## src/sv/lpa_pkg.sv

```systemverilog
package lpa_pkg;

  localparam int LEASE_DEPTH = 64;
  localparam int CNT_W       = $clog2(LEASE_DEPTH + 1);
  localparam int MAC_W       = 48;
  localparam int ADDR_W      = 32;
  localparam int STAT_W      = 2;
  localparam int IN_TDATA_W  = 48;
  localparam int OUT_TDATA_W = 40;

  localparam logic [STAT_W-1:0] LEASE_EXISTING  = 2'd0;
  localparam logic [STAT_W-1:0] LEASE_NEW       = 2'd1;
  localparam logic [STAT_W-1:0] LEASE_EXHAUSTED = 2'd2;

  localparam logic CFG_POOL_START = 1'b0;
  localparam logic CFG_POOL_END   = 1'b1;

  localparam logic [7:0] HOST_BCAST = 8'hFF;
  localparam logic [7:0] HOST_PRE   = 8'hFE;

  // search token walking down the cell row
  typedef struct packed {
    logic              valid;
    logic              hit;
    logic [ADDR_W-1:0] addr;
  } tok_t;

  // append request broadcast to all cells
  typedef struct packed {
    logic              en;
    logic [CNT_W-1:0]  idx;
    logic [MAC_W-1:0]  mac;
    logic [ADDR_W-1:0] addr;
  } wr_t;

  // next pool address: step by one, skip host bytes 0 and 255
  function automatic logic [ADDR_W-1:0] advance_addr(input logic [ADDR_W-1:0] a);
    logic [ADDR_W-1:0] inc;
    begin
      if (a[7:0] == HOST_BCAST) begin
        inc = ADDR_W'(2);
      end else if (a[7:0] == HOST_PRE) begin
        inc = ADDR_W'(3);
      end else begin
        inc = ADDR_W'(1);
      end
      advance_addr = a + inc;
    end
  endfunction

endpackage

```

## src/sv/lpa_ctrl.sv

```systemverilog
module lpa_ctrl
  import lpa_pkg::*;
(
  input  logic                   clk_i,
  input  logic                   rst_ni,
  input  logic                   cfg_we_i,
  input  logic                   cfg_idx_i,
  input  logic [ADDR_W-1:0]      cfg_data_i,
  input  logic                   s_tvalid_i,
  output logic                   s_tready_o,
  input  logic [IN_TDATA_W-1:0]  s_tdata_i,
  output logic                   m_tvalid_o,
  input  logic                   m_tready_i,
  output logic [OUT_TDATA_W-1:0] m_tdata_o,
  output tok_t                   inj_o,
  input  tok_t                   tail_i,
  output logic [MAC_W-1:0]       mac_o,
  output logic [CNT_W-1:0]       count_o,
  output wr_t                    wr_o
);

  localparam logic [1:0] ST_IDLE   = 2'd0;
  localparam logic [1:0] ST_SCAN   = 2'd1;
  localparam logic [1:0] ST_DECIDE = 2'd2;

  logic [1:0]        state_q, state_d;
  logic [ADDR_W-1:0] pool_start_q, pool_end_q;
  logic [ADDR_W-1:0] next_q, next_d;
  logic [CNT_W-1:0]  count_q, count_d;
  logic [MAC_W-1:0]  mac_q;
  logic              inj_q;
  logic              hit_q;
  logic [ADDR_W-1:0] hit_addr_q;
  logic              out_valid_q, out_valid_d;
  logic [ADDR_W-1:0] out_addr_q, out_addr_d;
  logic [STAT_W-1:0] out_stat_q, out_stat_d;

  logic              s_accept;
  logic              out_free;
  logic              do_decide;
  logic [ADDR_W-1:0] cand;
  logic              exhausted;

  assign s_tready_o = (state_q == ST_IDLE);
  assign s_accept   = s_tvalid_i && s_tready_o;
  assign out_free   = !out_valid_q || m_tready_i;
  assign do_decide  = (state_q == ST_DECIDE) && out_free;
  assign cand       = (count_q == '0) ? pool_start_q : next_q;
  assign exhausted  = (count_q >= CNT_W'(LEASE_DEPTH)) || (cand > pool_end_q);

  always_comb begin
    state_d     = state_q;
    next_d      = next_q;
    count_d     = count_q;
    out_valid_d = out_valid_q && !m_tready_i;
    out_addr_d  = out_addr_q;
    out_stat_d  = out_stat_q;
    wr_o.en     = 1'b0;
    wr_o.idx    = count_q;
    wr_o.mac    = mac_q;
    wr_o.addr   = cand;
    case (state_q)
      ST_IDLE: begin
        if (s_accept) begin
          state_d = ST_SCAN;
        end
      end
      ST_SCAN: begin
        if (tail_i.valid) begin
          state_d = ST_DECIDE;
        end
      end
      ST_DECIDE: begin
        // hold until the output register can take the result
        if (do_decide) begin
          state_d     = ST_IDLE;
          out_valid_d = 1'b1;
          if (hit_q) begin
            out_addr_d = hit_addr_q;
            out_stat_d = LEASE_EXISTING;
          end else if (exhausted) begin
            out_addr_d = '0;
            out_stat_d = LEASE_EXHAUSTED;
          end else begin
            out_addr_d = cand;
            out_stat_d = LEASE_NEW;
            wr_o.en    = 1'b1;
            count_d    = count_q + CNT_W'(1);
            next_d     = advance_addr(cand);
          end
        end
      end
      default: begin
        state_d = ST_IDLE;
      end
    endcase
  end

  always_ff @(posedge clk_i or negedge rst_ni) begin
    if (!rst_ni) begin
      state_q      <= ST_IDLE;
      pool_start_q <= '0;
      pool_end_q   <= '0;
      next_q       <= '0;
      count_q      <= '0;
      inj_q        <= 1'b0;
      out_valid_q  <= 1'b0;
    end else begin
      state_q     <= state_d;
      next_q      <= next_d;
      count_q     <= count_d;
      inj_q       <= s_accept;
      out_valid_q <= out_valid_d;
      if (cfg_we_i) begin
        case (cfg_idx_i)
          CFG_POOL_START: pool_start_q <= cfg_data_i;
          CFG_POOL_END:   pool_end_q   <= cfg_data_i;
          default:        pool_end_q   <= pool_end_q;
        endcase
      end
    end
  end

  always_ff @(posedge clk_i) begin
    if (s_accept) begin
      mac_q <= s_tdata_i[MAC_W-1:0];
    end
    if ((state_q == ST_SCAN) && tail_i.valid) begin
      hit_q      <= tail_i.hit;
      hit_addr_q <= tail_i.addr;
    end
    out_addr_q <= out_addr_d;
    out_stat_q <= out_stat_d;
  end

  assign inj_o.valid = inj_q;
  assign inj_o.hit   = 1'b0;
  assign inj_o.addr  = '0;
  assign mac_o       = mac_q;
  assign count_o     = count_q;
  assign m_tvalid_o  = out_valid_q;
  assign m_tdata_o   = {{(OUT_TDATA_W - ADDR_W - STAT_W){1'b0}}, out_stat_q, out_addr_q};

endmodule

```

## config.mk

```make
export PLATFORM = sky130hd
export DESIGN_NAME = lpa_ctrl
export DESIGN_NICKNAME = d
export VERILOG_FILES = /design/src/sv/lpa_pkg.sv /design/src/sv/lpa_ctrl.sv
export SDC_FILE = /design/constraint.sdc
export NUM_CORES = 1
export LEC_CHECK = 0
export BUFFER_PORTS_ARGS = -buffer_cell sky130_fd_sc_hd__buf_2
export CAP_MARGIN = 20
export CORE_MARGIN = 2
export CORE_UTILIZATION = 43
export CTS_BUF_LIST = sky130_fd_sc_hd__clkbuf_16
export CTS_CLUSTER_SIZE = 30
export DETAILED_ROUTE_END_ITERATION = 10
export GPL_TIMING_DRIVEN = 0
export PLACE_DENSITY = 0.69
export REMOVE_ABC_BUFFERS = 1
export SKIP_LAST_GASP = 1
export SYNTH_ARGS = -nofsm -noshare
export SYNTH_HDL_FRONTEND = slang
export SYNTH_SLANG_ARGS = --single-unit
```

## constraint.sdc

```tcl
create_clock -name clk_i -period 10.8 [get_ports clk_i]
set_input_delay 1.08 -clock clk_i [delete_from_list [all_inputs] [get_ports clk_i]]
set_output_delay 1.08 -clock clk_i [all_outputs]
set_load 0.01 [all_outputs]
```

# Word-level counts from Yosys, hierarchy flattened
# Index checks and enable logic that the tools add are counted.
dict set report totals {
  regBits 222
  input_bits 120
  output_inout_bits 219
  elab_cells 61
}
dict set report op_classes {
  addsub 2
  magnitude_cmp 2
  eq_ne 7
  muxes 20
  bitwise_logic 3
  reduce_logical 15
}
# cell n
set ops {}
lappend ops {{$mux 32} 7}
lappend ops {{$add 32x32->32} 1}
lappend ops {{$gt 32x32->1} 1}
lappend ops {{$eq 8x8->1 const B} 2}
lappend ops {{$mux 2} 6}
lappend ops {{$add 7x1->7 const B} 1}
lappend ops {{$ge 7x7->1 const B} 1}
lappend ops {{$logic_not 7->1} 1}
lappend ops {{$mux 1} 6}
lappend ops {{$pmux 2 s3} 1}
lappend ops {{$reduce_and 2->1} 3}
lappend ops {{$logic_and 1x1->1} 4}
lappend ops {{$ne 2x2->1 const B} 2}
lappend ops {{$reduce_and 4->1} 1}
lappend ops {{$not 1->1} 3}
lappend ops {{$reduce_and 3->1} 1}
lappend ops {{$eq 2x1->1 const B} 1}
lappend ops {{$eq 2x2->1 const B} 1}
lappend ops {{$logic_not 1->1} 2}
lappend ops {{$logic_not 2->1} 1}
lappend ops {{$logic_or 1x1->1} 2}
lappend ops {{$ne 2x1->1 const B} 1}

# Longest topological paths before layout
dict set report depth {
  depth_word 10
  depth_mapped 21
  mapped_depth_nobuf 18
}

# Worst setup path before layout
# No wires, ideal clock.
dict set report synth_timing {
  path_kind {flip-flop to output port}
  startpoint {register count_q[0] (netlist: count_o[0])}
  endpoint {output wr_o[87] in the netlist's numbering}
  t_arrival_ns 3.824
  t_required_ns 9.720
  setup_slack_ns 5.896
  path_stages_with_launch 17
  n_path_buf 4
  path_cell_list {dfrtp_1 -> inv_1 -> ha_1 -> nor2b_1 -> clkbuf_1 -> nand2_2 -> buf_2 -> buf_2 -> mux2i_1 -> inv_1 -> ha_1 -> a21o_1 -> a21o_1 -> a2111oi_0 -> a22oi_1 -> nor3_1 -> clkbuf_1}
}
# element line_no
set synth_lines {}
lappend synth_lines {{from (decl)} lpa_ctrl.sv:29} ;# logic [CNT_W-1:0] count_q, count_d;
lappend synth_lines {{from (signal assigned)} lpa_ctrl.sv:111} ;# count_q <= count_d;
lappend synth_lines {{to (decl)} lpa_ctrl.sv:19} ;# output wr_t wr_o

==> flow_summary.yaml <==
run_status:
  status: "completed"
floorplanning:
  start_util: 0.439
  dieWidth_microns: 162
  chipHeight_microns: 162
  core_area_sq_um: 24400
  io_pins: 339
  die_area_sq_um: 26200
  rows: 57
route:
  routed-via-count: 7415
  ant_nets: 0
  drt_pass1_iterations: 5
  wl_mm: 29.4
  wl_per_cell_microns: 20.0
  drt-initial-drc-count: 588
  drc: 0
  vias_per_cell: 5.05
sta:
  report.final.setup_viol: 0
  slew-limit-headroom: 0.377
  hold_viol_final: 0
  post-route-period-util: 0.677
  setup-tns-final_ns: 0
  fin_hold_ws_ns: 0.452
  rsz0062_at_grt: "false"
  fin_worst_skew_ns: 0.00902
  tightest_slew_ns: 0.927
  slew_violations: 0
  clock.fmax_mhz: 137
  fin_crit_ns: 7.31
global_routing:
  grt.total_usage: 0.222
  grt-ovfl-total: 0
  grt_pass1_vias: 7258
  antenna_found_initial: 2
  grt_max_degree: 71
  grt_pass1_wl_mm: 43.7
yosys:
  yosysTopAreaCell: "edfxtp_1"
  yosysWarnings: 0
  syn_area_per_cell_sq_um: 12.3
  synth_cells: 871
  synth_flop_cell: "edfxtp_1"
  ys_ff_latch: 222
  synth.distinct_cells: 46
  synth-edff-count: 115
  synth_seq_area_share: 0.572
  synth_top_area_frac: 0.322
  synth_area_leaders: "edfxtp_1 (32%), dfrtp_1 (25%), mux2_2 (9.9%)"
  synth_area_sq_um: 10700
  async_flop_share: 0.482
finish:
  drive_above_1_share: 0.399
  nets: 1281
  final_cell_count_no_fill: 1469
  area_growth_pct: 21.6
  finish.utilization: 0.534
  fin_area_sq_um: 13000
  fill_cells: 2139
critical_path:
  reg2reg_slack_ns: 4.67
  cp.arrival_ns: 6.23
  r2r_start: "count_o[2]"
  worstSetupEndpointType: "primary output"
  r2r_cells: 13
  crit_required_ns: 9.72
  startpoint_type: "register"
  worst-path-max-fanout: 27
  reg2reg_to: "count_o[5]"
  path_class: "register to primary output"
clocking:
  cts_root_buffer: "clkbuf_16"
  clkTransAtPathRegs_ns: 0.06
  ctsResizeCount: 0
  numCtsBuffers: 26
  clock_latency_ns: 0.53
  postCtsHoldBufs: 0
  cts_buffer_depth: 3
  htreeDepth: 1
  cts_tree: "built"
  post_cts_buffers: 0
  clock-sinks: 222
pwr:
  cellPowerDensity_nw_per_um2: 161
  peakVddDrop_mv: 0.119
  p_leak_nw: 6.31
placed_design:
  placed_cells: 1420
  dp.final_hpwl_mm: 22.5
  io_buffers: 299
  gp_congestion: 0.904
  placed_area_sq_um: 12200
flow_run:
  drv_cap: 0
worst_hold_path:
  hold_path.class: "input pin to async pin"
-- cell usage after synthesis (all sizes together) (4+ instances only) --
library cell / n
mux2i: 32
nor2b: 5
dfrtp: 107
buf: 105
clkbuf: 18
a21oi: 26
nand2: 62
and3: 6
inv: 71
nor4: 10
nand2b: 4
a31oi: 5
edfxtp: 115
xnor2: 32
nor2: 33
mux2: 94
o21ai: 38
nor3: 14
nand4: 16
nand3: 13
ha: 36
-- worst max path at each step --
| stage | slack [ns] | to | start |
|---|---|---|---|
| after CTS | 3.39 | wr_o[87] | count_o[2] |
| after detailed placement | 3.96 | wr_o[87] | count_o[2] |
| after global placement | -0.34 | wr_o[87] | count_o[2] |
| after floorplan | 3.30 | wr_o[87] | count_o[2] |
| after global routing | 2.96 | wr_o[87] | count_o[2] |
| final | 3.49 | wr_o[87] | count_o[2] |
-- through the flow --
step | total power [mW] | setup slack, ns
2_1_floorplan | 1.14 | 3.30
3_3_place_gp | 1.26 | -0.342
3_5_place_dp | 1.28 | 3.96
4_1_cts | 2.13 | 3.39
5_1_grt | 2.18 | 2.96
6_report | 2.10 | 3.49
-- routing by layer --
| layer | GRT usage | part of all wire | vias up |
|---|---|---|---|
| li1 | - | - | 3442 |
| met1 | 0.293 | 0.41 | 3626 |
| met2 | 0.369 | 0.49 | 308 |
| met3 | 0.0521 | 0.080 | 37 |
| met4 | 0.0587 | 0.022 | 2 |
| met5 | 0 | 0.00024 | - |
-- power by group --
| group | total (mW) | leakage (nW) | internal [mW] | switching (mW) |
|---|---|---|---|---|
| registers | 1.02 | 2.40 | 0.978 | 0.0436 |
| logic | 0.234 | 3.48 | 0.102 | 0.132 |
| clock network | 0.843 | 0.428 | 0.497 | 0.346 |
-- cell families after synthesis --
logic type	count (synthesis)	share of synthesized area
other	1	0.000350
buffers and inverters	194	0.102
flip-flops	222	0.572
multiplexers	126	0.129
AO/OA/AOI/OAI	89	0.0477
AND/OR/NAND/NOR	169	0.0785
adder cells (fa/ha/maj)	37	0.0439
XOR/XNOR	33	0.0270
-- worst max-delay path: stages, from the launching register on --
cell and delay [ns]:
dfrtp_1 0.49, nor4_2 0.86, nand2_2 0.49, buf_12 0.33
mux2i_1 0.50, inv_1 0.13, ha_1 0.32, a21o_1 0.16
a21o_1 0.17, a2111oi_0 0.69, a22oi_1 0.33, nor3_2 0.78
buf_6 0.27, buf_2 0.16
-- registers in the layout, summed over array words and instances, names as in the netlist --
signal,count
mac_o,48
hit_addr_q,32
next_q,32
out_addr_q,32
pool_end_q,32
pool_start_q,32
count_o,7
out_stat_q,2
state_q,2
hit_q,1
inj_q,1
m_tvalid_o,1
-- cell type report --
| cell class | count | area [sq um] | area share |
|---|---|---|---|
| flip-flops and latches | 222 | 6130 | 0.471 |
| multi-input cells | 493 | 3670 | 0.282 |
| repair buffers | 310 | 1730 | 0.133 |
| clock buffers | 27 | 676 | 0.0519 |
| well taps | 324 | 405 | 0.0311 |
| inverters | 71 | 267 | 0.0205 |
| clock inverters | 21 | 145 | 0.0111 |
| diodes | 1 | 2.50 | 0.000192 |
-- cells in the final DEF (no fill, tap or decap), drive strengths merged, types with 14 or more instances in the layout --
cell	n
edfxtp	115
nor2	33
nand2	62
buf	310
nand4	16
clkinv	16
dfrtp	107
mux2i	32
clkbuf	27
inv	74
ha	36
nor3	14
a21oi	26
conb	39
o21ai	38
xnor2	32
mux2	94
No activity file was read; power rests on OpenSTA's default activity.
