--- src/sv/lpa_pkg.sv ---
package lpa_pkg;

  localparam int LEASE_DEPTH = 64;
  localparam int CNT_W       = $clog2(LEASE_DEPTH + 1);
  localparam int MAC_W       = 48;
  localparam int ADDR_W      = 32;
  localparam int STAT_W      = 2;
  localparam int IN_TDATA_W  = 48;
  localparam int OUT_TDATA_W = 40;

  localparam logic [STAT_W-1:0] LEASE_EXISTING  = 2'd0;
  localparam logic [STAT_W-1:0] LEASE_NEW       = 2'd1;
  localparam logic [STAT_W-1:0] LEASE_EXHAUSTED = 2'd2;

  localparam logic CFG_POOL_START = 1'b0;
  localparam logic CFG_POOL_END   = 1'b1;

  localparam logic [7:0] HOST_BCAST = 8'hFF;
  localparam logic [7:0] HOST_PRE   = 8'hFE;

  // search token walking down the cell row
  typedef struct packed {
    logic              valid;
    logic              hit;
    logic [ADDR_W-1:0] addr;
  } tok_t;

  // append request broadcast to all cells
  typedef struct packed {
    logic              en;
    logic [CNT_W-1:0]  idx;
    logic [MAC_W-1:0]  mac;
    logic [ADDR_W-1:0] addr;
  } wr_t;

  // next pool address: step by one, skip host bytes 0 and 255
  function automatic logic [ADDR_W-1:0] advance_addr(input logic [ADDR_W-1:0] a);
    logic [ADDR_W-1:0] inc;
    begin
      if (a[7:0] == HOST_BCAST) begin
        inc = ADDR_W'(2);
      end else if (a[7:0] == HOST_PRE) begin
        inc = ADDR_W'(3);
      end else begin
        inc = ADDR_W'(1);
      end
      advance_addr = a + inc;
    end
  endfunction

endpackage

--- src/sv/lpa_cell.sv ---
module lpa_cell
  import lpa_pkg::*;
(
  input  logic              clk_i,
  input  logic              rst_ni,
  input  logic [CNT_W-1:0]  cell_idx_i,
  input  logic [CNT_W-1:0]  count_i,
  input  logic [MAC_W-1:0]  mac_i,
  input  wr_t               wr_i,
  input  tok_t              tok_i,
  output tok_t              tok_o
);

  logic [MAC_W-1:0]  mac_q;
  logic [ADDR_W-1:0] addr_q;
  tok_t              tok_q;
  tok_t              tok_d;
  logic              occupied;

  assign occupied = cell_idx_i < count_i;

  always_comb begin
    tok_d = tok_i;
    // first match wins: keep an earlier hit untouched
    if (tok_i.valid && !tok_i.hit && occupied && (mac_q == mac_i)) begin
      tok_d.hit  = 1'b1;
      tok_d.addr = addr_q;
    end
  end

  always_ff @(posedge clk_i) begin
    if (wr_i.en && (wr_i.idx == cell_idx_i)) begin
      mac_q  <= wr_i.mac;
      addr_q <= wr_i.addr;
    end
  end

  always_ff @(posedge clk_i or negedge rst_ni) begin
    if (!rst_ni) begin
      tok_q <= '0;
    end else begin
      tok_q <= tok_d;
    end
  end

  assign tok_o = tok_q;

endmodule

--- config.mk ---
export PLATFORM = sky130hd
export DESIGN_NAME = lpa_cell
export DESIGN_NICKNAME = d
export VERILOG_FILES = /design/src/sv/lpa_pkg.sv /design/src/sv/lpa_cell.sv
export SDC_FILE = /design/constraint.sdc
export NUM_CORES = 1
export LEC_CHECK = 0
export ABC_AREA = 1
export BUFFER_PORTS_ARGS = -buffer_cell sky130_fd_sc_hd__buf_4
export CAP_MARGIN = 25
export CORE_UTILIZATION = 44
export CTS_BUF_LIST = sky130_fd_sc_hd__clkbuf_4 sky130_fd_sc_hd__clkbuf_8
export DETAILED_ROUTE_END_ITERATION = 10
export GPL_TIMING_DRIVEN = 0
export PLACE_DENSITY_LB_ADDON = 0.3
export SYNTH_ARGS = -nofsm -noshare
export SYNTH_HDL_FRONTEND = slang
export SYNTH_SLANG_ARGS = --single-unit
--- constraint.sdc ---
create_clock -name clk_i -period 1.3 [get_ports clk_i]
set_input_delay 0.065 -clock clk_i [delete_from_list [all_inputs] [get_ports clk_i]]
set_output_delay 0.065 -clock clk_i [all_outputs]
set_load 0.02 [all_outputs]
After elaboration in Yosys (flattened, before gate mapping). Index checks and enable logic that the tools add are counted.

Bits in registers: 114. Input bits: 186. Logic and storage cells: 14.

Order comparisons: 1. Eq/ne operators: 2. Multiplexer cells: 1. Reduce and logical (&&, ||, !) cells: 5.

Operators by type and width (count): == test 48 bit (1); two-way mux 33 bit (1); == test 7 bit (1); < comparator 7 bit (1); logical AND 1 bit (4); zero test 1 bit (1).

Depth between registers and ports, before layout. Gate-level depths: netlist of run 1.

Depth in word-level cells: 5. Mapped depth: 12.

Worst setup path after synthesis of run 1. Ideal clock, no wire load.

Kind: input port to flip-flop. Start point: input cell_idx_i[3]. End point: register addr_q[0] (enable). Setup time: 0.519 ns. Arrival time: 3.839 ns. Required time: 0.781 ns. Slack: -3.057 ns. Cell stages on the path: 6. Cell sequence: inv_1 nand2_1 o21ai_0 a221oi_1 nand3_1 nor2_1.

Word-level cells in the longest chain between the ends: 2.

RTL lines: start, declared (RTL line lpa_cell.sv:6) `input logic [CNT_W-1:0] cell_idx_i,`; == test 7 bit (RTL line lpa_cell.sv:32) `if (wr_i.en && (wr_i.idx == cell_idx_i)) begin`; logical AND 1 bit (RTL line lpa_cell.sv:32); end signal, assigned (RTL line lpa_cell.sv:34) `addr_q <= wr_i.addr;`; end, declared (RTL line lpa_cell.sv:15) `logic [ADDR_W-1:0] addr_q;`.

No other way between the ends. A chain may end at the register's enable or synchronous reset.

==> results of run 1 <==
## timing repair
| item | 4_1_cts | 5_1_grt |
|---|---|---|
| pin swaps | 2 | 4 |
| setup buffers | 5 | 2 |
| hold buffers | 115 | 0 |
| gates resized for setup | 1 | 4 |
| endpoints found under the setup margin | 92 | 99 |
| endpoints found under the hold margin | 148 | 0 |
| cloned | 1 | 1 |
## layout make-up
cell class	instances	area, um2	share of cell area [%]
clock inverters	11	206.4	2.408
multi-input cells	281	1411	16.46
repair buffers	344	2933	34.21
inverters	60	232.7	2.715
clock buffers	21	276.5	3.226
plain buffers	12	83.83	0.9780
flip-flops and latches	114	3253	37.95
well taps	140	175.2	2.043
## metrics by stage
stage               hold WS [ps]  setup slack, ps  setup TNS (ps)  cell area (um2)
floorplan                 -230.6           -829.2          -69820             4957
global placement           40.73            -1483         -133330             6777
detailed placement         46.69           -709.0          -64870             6824
CTS                        70.44           -439.6          -13800             8507
global route               145.8           -603.3          -18740             8572
finish                     101.1           -450.2          -13360             8572
## power by group through the flow
stage          Sequential (mW)  Combinational (mW)  Clock [mW]
2_1_floorplan             4.14               0.227           0
3_3_place_gp              4.07               0.879           0
3_5_place_dp              4.07               0.911           0
4_1_cts                   4.00                1.21        4.07
5_1_grt                   4.00                1.34        4.26
6_report                  4.00                1.24        4.04
## how the worst min path moves through the flow
stage,depth (start not counted),to,slack (ps)
finish,6,tok_o[1],100
global route,2,tok_o[16],150
CTS,6,tok_o[1],70
detailed placement,1,tok_o[16],50
global placement,1,tok_o[16],40
floorplan,0,tok_o[0],-230
## synthesized netlist by cell type
cell | number | area, um2
nand3_4 | 1 | 17.52
edfxtp_1 | 80 | 2402
nor3_2 | 1 | 10.01
o21ai_1 | 1 | 5.000
o211ai_1 | 1 | 7.510
ha_1 | 6 | 75.07
xnor2_1 | 19 | 166.4
dfrtp_1 | 34 | 850.8
inv_2 | 1 | 3.750
a221oi_1 | 1 | 8.760
buf_6 | 3 | 33.78
nor2_4 | 1 | 11.26
xor2_1 | 3 | 26.28
o21ai_0 | 2 | 10.01
a21oi_1 | 3 | 15.01
a211oi_1 | 1 | 7.510
nor2_1 | 45 | 168.9
nand4_1 | 32 | 200.2
buf_2 | 9 | 45.04
nand3_1 | 2 | 10.01
nand2_1 | 159 | 596.8
a21boi_1 | 1 | 7.510
inv_1 | 59 | 221.5
nor2_2 | 1 | 6.260
## cell families (layout without fill, tap and decap cells)
kind of cell             count (synthesis)  count (layout)
AO/OA/AOI/OAI                           10              10
XOR/XNOR                                22              22
adder cells (fa/ha/maj)                  6               6
buffers and inverters                   72             448
flip-flops                             114             114
AND/OR/NAND/NOR                        242             243
## state kept, by name, indices dropped and copies added, names as in the netlist
name / cells
addr_q: 32
tok_o: 34
mac_q: 48
## layer usage
metal | up-vias | part of all wire [%] | global-route usage [%]
li1 | 2243 | - | -
met1 | 2151 | 35 | 27.05
met2 | 184 | 55 | 49.22
met3 | 41 | 6.8 | 7.082
met4 | 0 | 3.1 | 12.82
met5 | - | 0 | 0
## worst max-delay path, cell delays in order (launching register included)
cell and delay, ps:
edfxtp_1 410, nand2_1 100, nand2_1 60, nor2_1 110
nand2_1 70, nor2_2 140, nand2_2 80, nor2_4 200
nand3_4 130, buf_6 180, nand2_1 90, nand2_1 60
==> flow_metrics.env, run 1 <==
export IMPL_seq_power_share_pct=43.1
export IMPL_max_freq_mhz=571.4
export IMPL_power_density_nw_per_um2=1082
export IMPL_yosys_warnings=0
export IMPL_synth_distinct_cells=24
export IMPL_grt_use_total_pct=26.41
export IMPL_mostFrequentLayoutCells="buf_4, nand2_1, dlygate4sd3_1, edfxtp_1, inv_1"
export IMPL_final_setup_worst_slack_ps=-450.2
export IMPL_die_x_um=107.6
export IMPL_die_h_um=107.6
export IMPL_drt_pass1_iterations=4
export IMPL_leakagePower_nw=4.059
export IMPL_hold_viol=0
export IMPL_place_inst=827
export IMPL_fin_crit_ps=1750
export IMPL_clock_path_buffers=2
export IMPL_syn_area_um2=4907
export IMPL_core_um2=10840
export IMPL_p_switching_mw=1.929
export IMPL_critPathArrivalTime_ps=2070
export IMPL_max_slew_margin_rel_pct=61.31
export IMPL_finalCritPeriodShare_pct=134.6
export IMPL_portBuffers=219
export IMPL_cp_endpoint="tok_o[25]"
export IMPL_place_gp_congestion=0.8509
export IMPL_area_growth_pct=74.68
export IMPL_critPathLaunch="mac_q[24]"
export IMPL_sw_frac_of_total_pct=20.80
export IMPL_rsz0062_at_grt="true"
export IMPL_grt_pass1_wl_mm=22.60
export IMPL_synth_top_family_by_area="simple AND/OR/NAND/NOR gates"
export IMPL_r2r_cells=11
export IMPL_wl_mm=14.92
export IMPL_startpoint_type="flip-flop"
export IMPL_grt_pass1_vias=4969
export IMPL_p_clk_share_pct=43.5
export IMPL_r2r_start="mac_q[24]"
export IMPL_grt_overflow=0
export IMPL_io_pins=220
export IMPL_cts_root_buf="clkbuf_8"
export IMPL_final_util_pct=79.07
export IMPL_cts_tree="yes"
export IMPL_wl_per_cell_um=15.17
export IMPL_finClkSkew_ps=13.84
export IMPL_postRouteAntennaNets=0
export IMPL_path_clk_slew_ps=70
export IMPL_synth_fa_ha_area_share_pct=1.530
export IMPL_netlist_instances=466
export IMPL_vias=4619
export IMPL_antenna_found_initial=0
export IMPL_outcome="finished, violations left"
export IMPL_clkSinkCount=114
export IMPL_max_cap_violations=0
export IMPL_tightest_slew_ps=577.1
export IMPL_initial_core_util_pct=45.27
export IMPL_insertion_delay_ps=430
export IMPL_ys_seq_elements=114
export IMPL_setup_violations_final=33
export IMPL_synth_nets=658
export IMPL_ir_drop_mv=0.7806
export IMPL_finalNonFillerCells=983
export IMPL_violations="setup timing"
export IMPL_power_mw=9.275
export IMPL_synth_area_mux_share_pct=0
export IMPL_grt_start_max_net_pins=36
export IMPL_synth_simple_area_share_pct=20.81
export IMPL_synth_xor_area_share_pct=3.927
export IMPL_cts_buffers=17
export IMPL_avgSynthCellArea_um2=10.53
export IMPL_fp_row_count=38
export IMPL_layout_drive_gt1_share_pct=34.28
export IMPL_dp_hpwl_mm=8.960
export IMPL_crit_type="flip-flop to flip-flop"
export IMPL_hold_path_startpoint="tok_i[32]"
export IMPL_comb_power_share_pct=13.4
export IMPL_crit_required_ps=1620
export IMPL_synth_compound_area_share_pct=1.249
export IMPL_r2r_slack_ps=-450
export IMPL_hold_class="input port to flip-flop"
export IMPL_end_kind="flip-flop"
export IMPL_internal_power_mw=7.346
export IMPL_path_max_fanout=10
export IMPL_htreeDepth=4
export IMPL_r2r_end="tok_o[25]"
export IMPL_drc=0
export IMPL_die_area_um2=11580
export IMPL_fillers=620
export IMPL_diodes=0
export IMPL_final_common_cell="buf_4"
export IMPL_ys_seq_area_share_pct=66.29
export IMPL_drv_slew=0
export IMPL_drtIter0Drc=175
export IMPL_viasPerCell=4.699
export IMPL_layout_nets=1022
Note: power is estimated with default switching activity, not from simulation.
==> inputs of run 2 (changes only) <==
--- a/config.mk
+++ b/config.mk
@@ -11,8 +11,10 @@
 export CORE_UTILIZATION = 44
 export CTS_BUF_LIST = sky130_fd_sc_hd__clkbuf_4 sky130_fd_sc_hd__clkbuf_8
 export DETAILED_ROUTE_END_ITERATION = 10
+export GPL_ROUTABILITY_DRIVEN = 0
 export GPL_TIMING_DRIVEN = 0
 export PLACE_DENSITY_LB_ADDON = 0.3
+export REMOVE_ABC_BUFFERS = 1
 export SYNTH_ARGS = -nofsm -noshare
 export SYNTH_HDL_FRONTEND = slang
 export SYNTH_SLANG_ARGS = --single-unit
==> run 2 against run 1 <==
The flow still finishes with violations (setup timing); final cell count grew 0.81%; clock power fell by 18%; first-iteration DRC count increased by 72%; non-clock buffer count up 2; clock-buffer cell count shrank 3; routed wire length up 8.2%; critical path depth unchanged; utilization rose by 1.7 points; clock skew about the same; worst setup slack lost 14 ps; critical endpoint is now tok_o[22]; largest cell class unchanged.
==> flow_metrics.env, run 2 (same netlist as run 1, synthesis figures left out) <==
export IMPL_outcome="finished, violations left"
export IMPL_violations="setup timing"
export IMPL_tightest_slew_ps=493.5
export IMPL_cts_root_buf="clkbuf_8"
export IMPL_io_pins=220
export IMPL_end_kind="flip-flop"
export IMPL_die_x_um=107.6
export IMPL_dp_hpwl_mm=8.759
export IMPL_fin_crit_ps=1764
export IMPL_area_growth_pct=78.33
export IMPL_holdPathStages=6
export IMPL_portBuffers=219
export IMPL_final_util_pct=80.72
export IMPL_grt_start_max_net_pins=35
export IMPL_hold_viol=0
export IMPL_ir_drop_mv=1.024
export IMPL_rsz0062_at_grt="true"
export IMPL_finalInstanceArea_um2=8751
export IMPL_leakagePower_nw=4.039
export IMPL_core_um2=10840
export IMPL_fillers=623
export IMPL_grt_pass1_vias=5102
export IMPL_layout_drive_gt1_share_pct=37.41
export IMPL_r2r_cells=11
export IMPL_antenna_found_initial=1
export IMPL_power_mw=8.586
export IMPL_final_common_cell="buf_4"
export IMPL_vias=4811
export IMPL_path_max_fanout=16
export IMPL_crit_type="flip-flop to flip-flop"
export IMPL_hold_class="input port to flip-flop"
export IMPL_finalCritPeriodShare_pct=135.7
export IMPL_path_clk_slew_ps=80
export IMPL_grt_overflow=0
export IMPL_placed_area_um2=6764
export IMPL_clock_path_buffers=2
export IMPL_drtIter0Drc=301
export IMPL_max_slew_margin_rel_pct=66.95
export IMPL_wl_per_cell_um=16.29
export IMPL_htreeDepth=4
export IMPL_mostFrequentLayoutCells="buf_4, nand2_1, dlygate4sd3_1, edfxtp_1, inv_1"
export IMPL_drt_pass1_iterations=4
export IMPL_setup_violations_final=33
export IMPL_grt_use_total_pct=27.81
export IMPL_final_setup_worst_slack_ps=-463.8
export IMPL_insertion_delay_ps=430
export IMPL_largest_register="mac_q"
export IMPL_cts_tree="yes"
export IMPL_layout_nets=1029
export IMPL_max_freq_mhz=566.9
export IMPL_max_cap_violations=0
export IMPL_crit_required_ps=1670
export IMPL_drc=0
export IMPL_startpoint_type="flip-flop"
export IMPL_power_density_nw_per_um2=981.1
export IMPL_fp_row_count=38
export IMPL_die_h_um=107.6
export IMPL_initial_core_util_pct=45.27
export IMPL_drv_slew=0
export IMPL_cts_buffers=17
export IMPL_grt_pass1_wl_mm=23.66
export IMPL_critPathArrivalTime_ps=2130
export IMPL_clkSinkCount=114
export IMPL_final_setup_tns_ps=-13640
export IMPL_wl_mm=16.14
export IMPL_finClkSkew_ps=13.40
export IMPL_viasPerCell=4.855
export IMPL_die_area_um2=11580
export IMPL_largest_reg_flops=48
export IMPL_postRouteAntennaNets=0
==> run 2: routing by layer <==
metal / up-vias / wire (um) / track usage [%]
met5: - / 0 / 0
met4: 0 / 467 / 13.89
met3: 44 / 1053 / 7.264
met2: 211 / 9070 / 53.02
met1: 2280 / 5549 / 27.38
li1: 2276 / - / -
==> run 2: layout make-up <==
cell class	instances	area, um2	share of cell area (%)
clock inverters	14	157.7	1.802
clock buffers	18	241.5	2.760
inverters	60	225.2	2.574
repair buffers	358	3157	36.07
diodes	1	2.502	0.02860
well taps	140	175.2	2.002
flip-flops and latches	114	3253	37.17
multi-input cells	286	1539	17.59
==> run 2: final timing paths <==
| kind | start | to | slack (ps) |
|---|---|---|---|
| worst max register to register | mac_q[10] | tok_o[22] | -460 |
| worst min-delay path | tok_i[32] | tok_o[29] | 120 |
| worst max-delay path | mac_q[10] | tok_o[22] | -460 |
| max in group asynchronous | rst_ni | tok_o[0] | 810 |
| worst min register to register | addr_q[4] | tok_o[4] | 490 |
| min in group asynchronous | rst_ni | tok_o[17] | 160 |
==> run 2: report_power, final <==
part,total [mW],switching (mW),internal [mW]
registers,4.00,0.0288,3.97
logic,1.28,0.487,0.792
clock network,3.31,1.56,1.74
total,8.59,2.08,6.51
==> run 2: stage by stage <==
stage | hold WS, ps | instances | setup WS (ps)
2_1_floorplan | -230.6 | 454 | -3057
3_3_place_gp | 35.18 | 813 | -4711
3_5_place_dp | 42.59 | 817 | -1259
4_1_cts | 123.6 | 980 | -466.2
5_1_grt | 135.3 | 991 | -603.0
6_report | 123.2 | 991 | -463.8
==> run 2: worst max-delay path: stages (launching register included) <==
cell	delay, ps
edfxtp_1	420
nor2_1	130
nor2_1	50
nor2_1	90
nand2_1	70
nor2_2	140
nand2_2	100
nor2_4	110
buf_12	150
buf_12	160
nand4_1	150
nand2_2	120
==> run 2: what timing repair did <==
action	in CTS	in global routing
buffers inserted	8	10
hold endpoints to repair	148	0
gates cloned	8	0
resized for setup	22	25
endpoints found under the setup margin	113	77
hold buffers	115	0
pin swaps	8	13
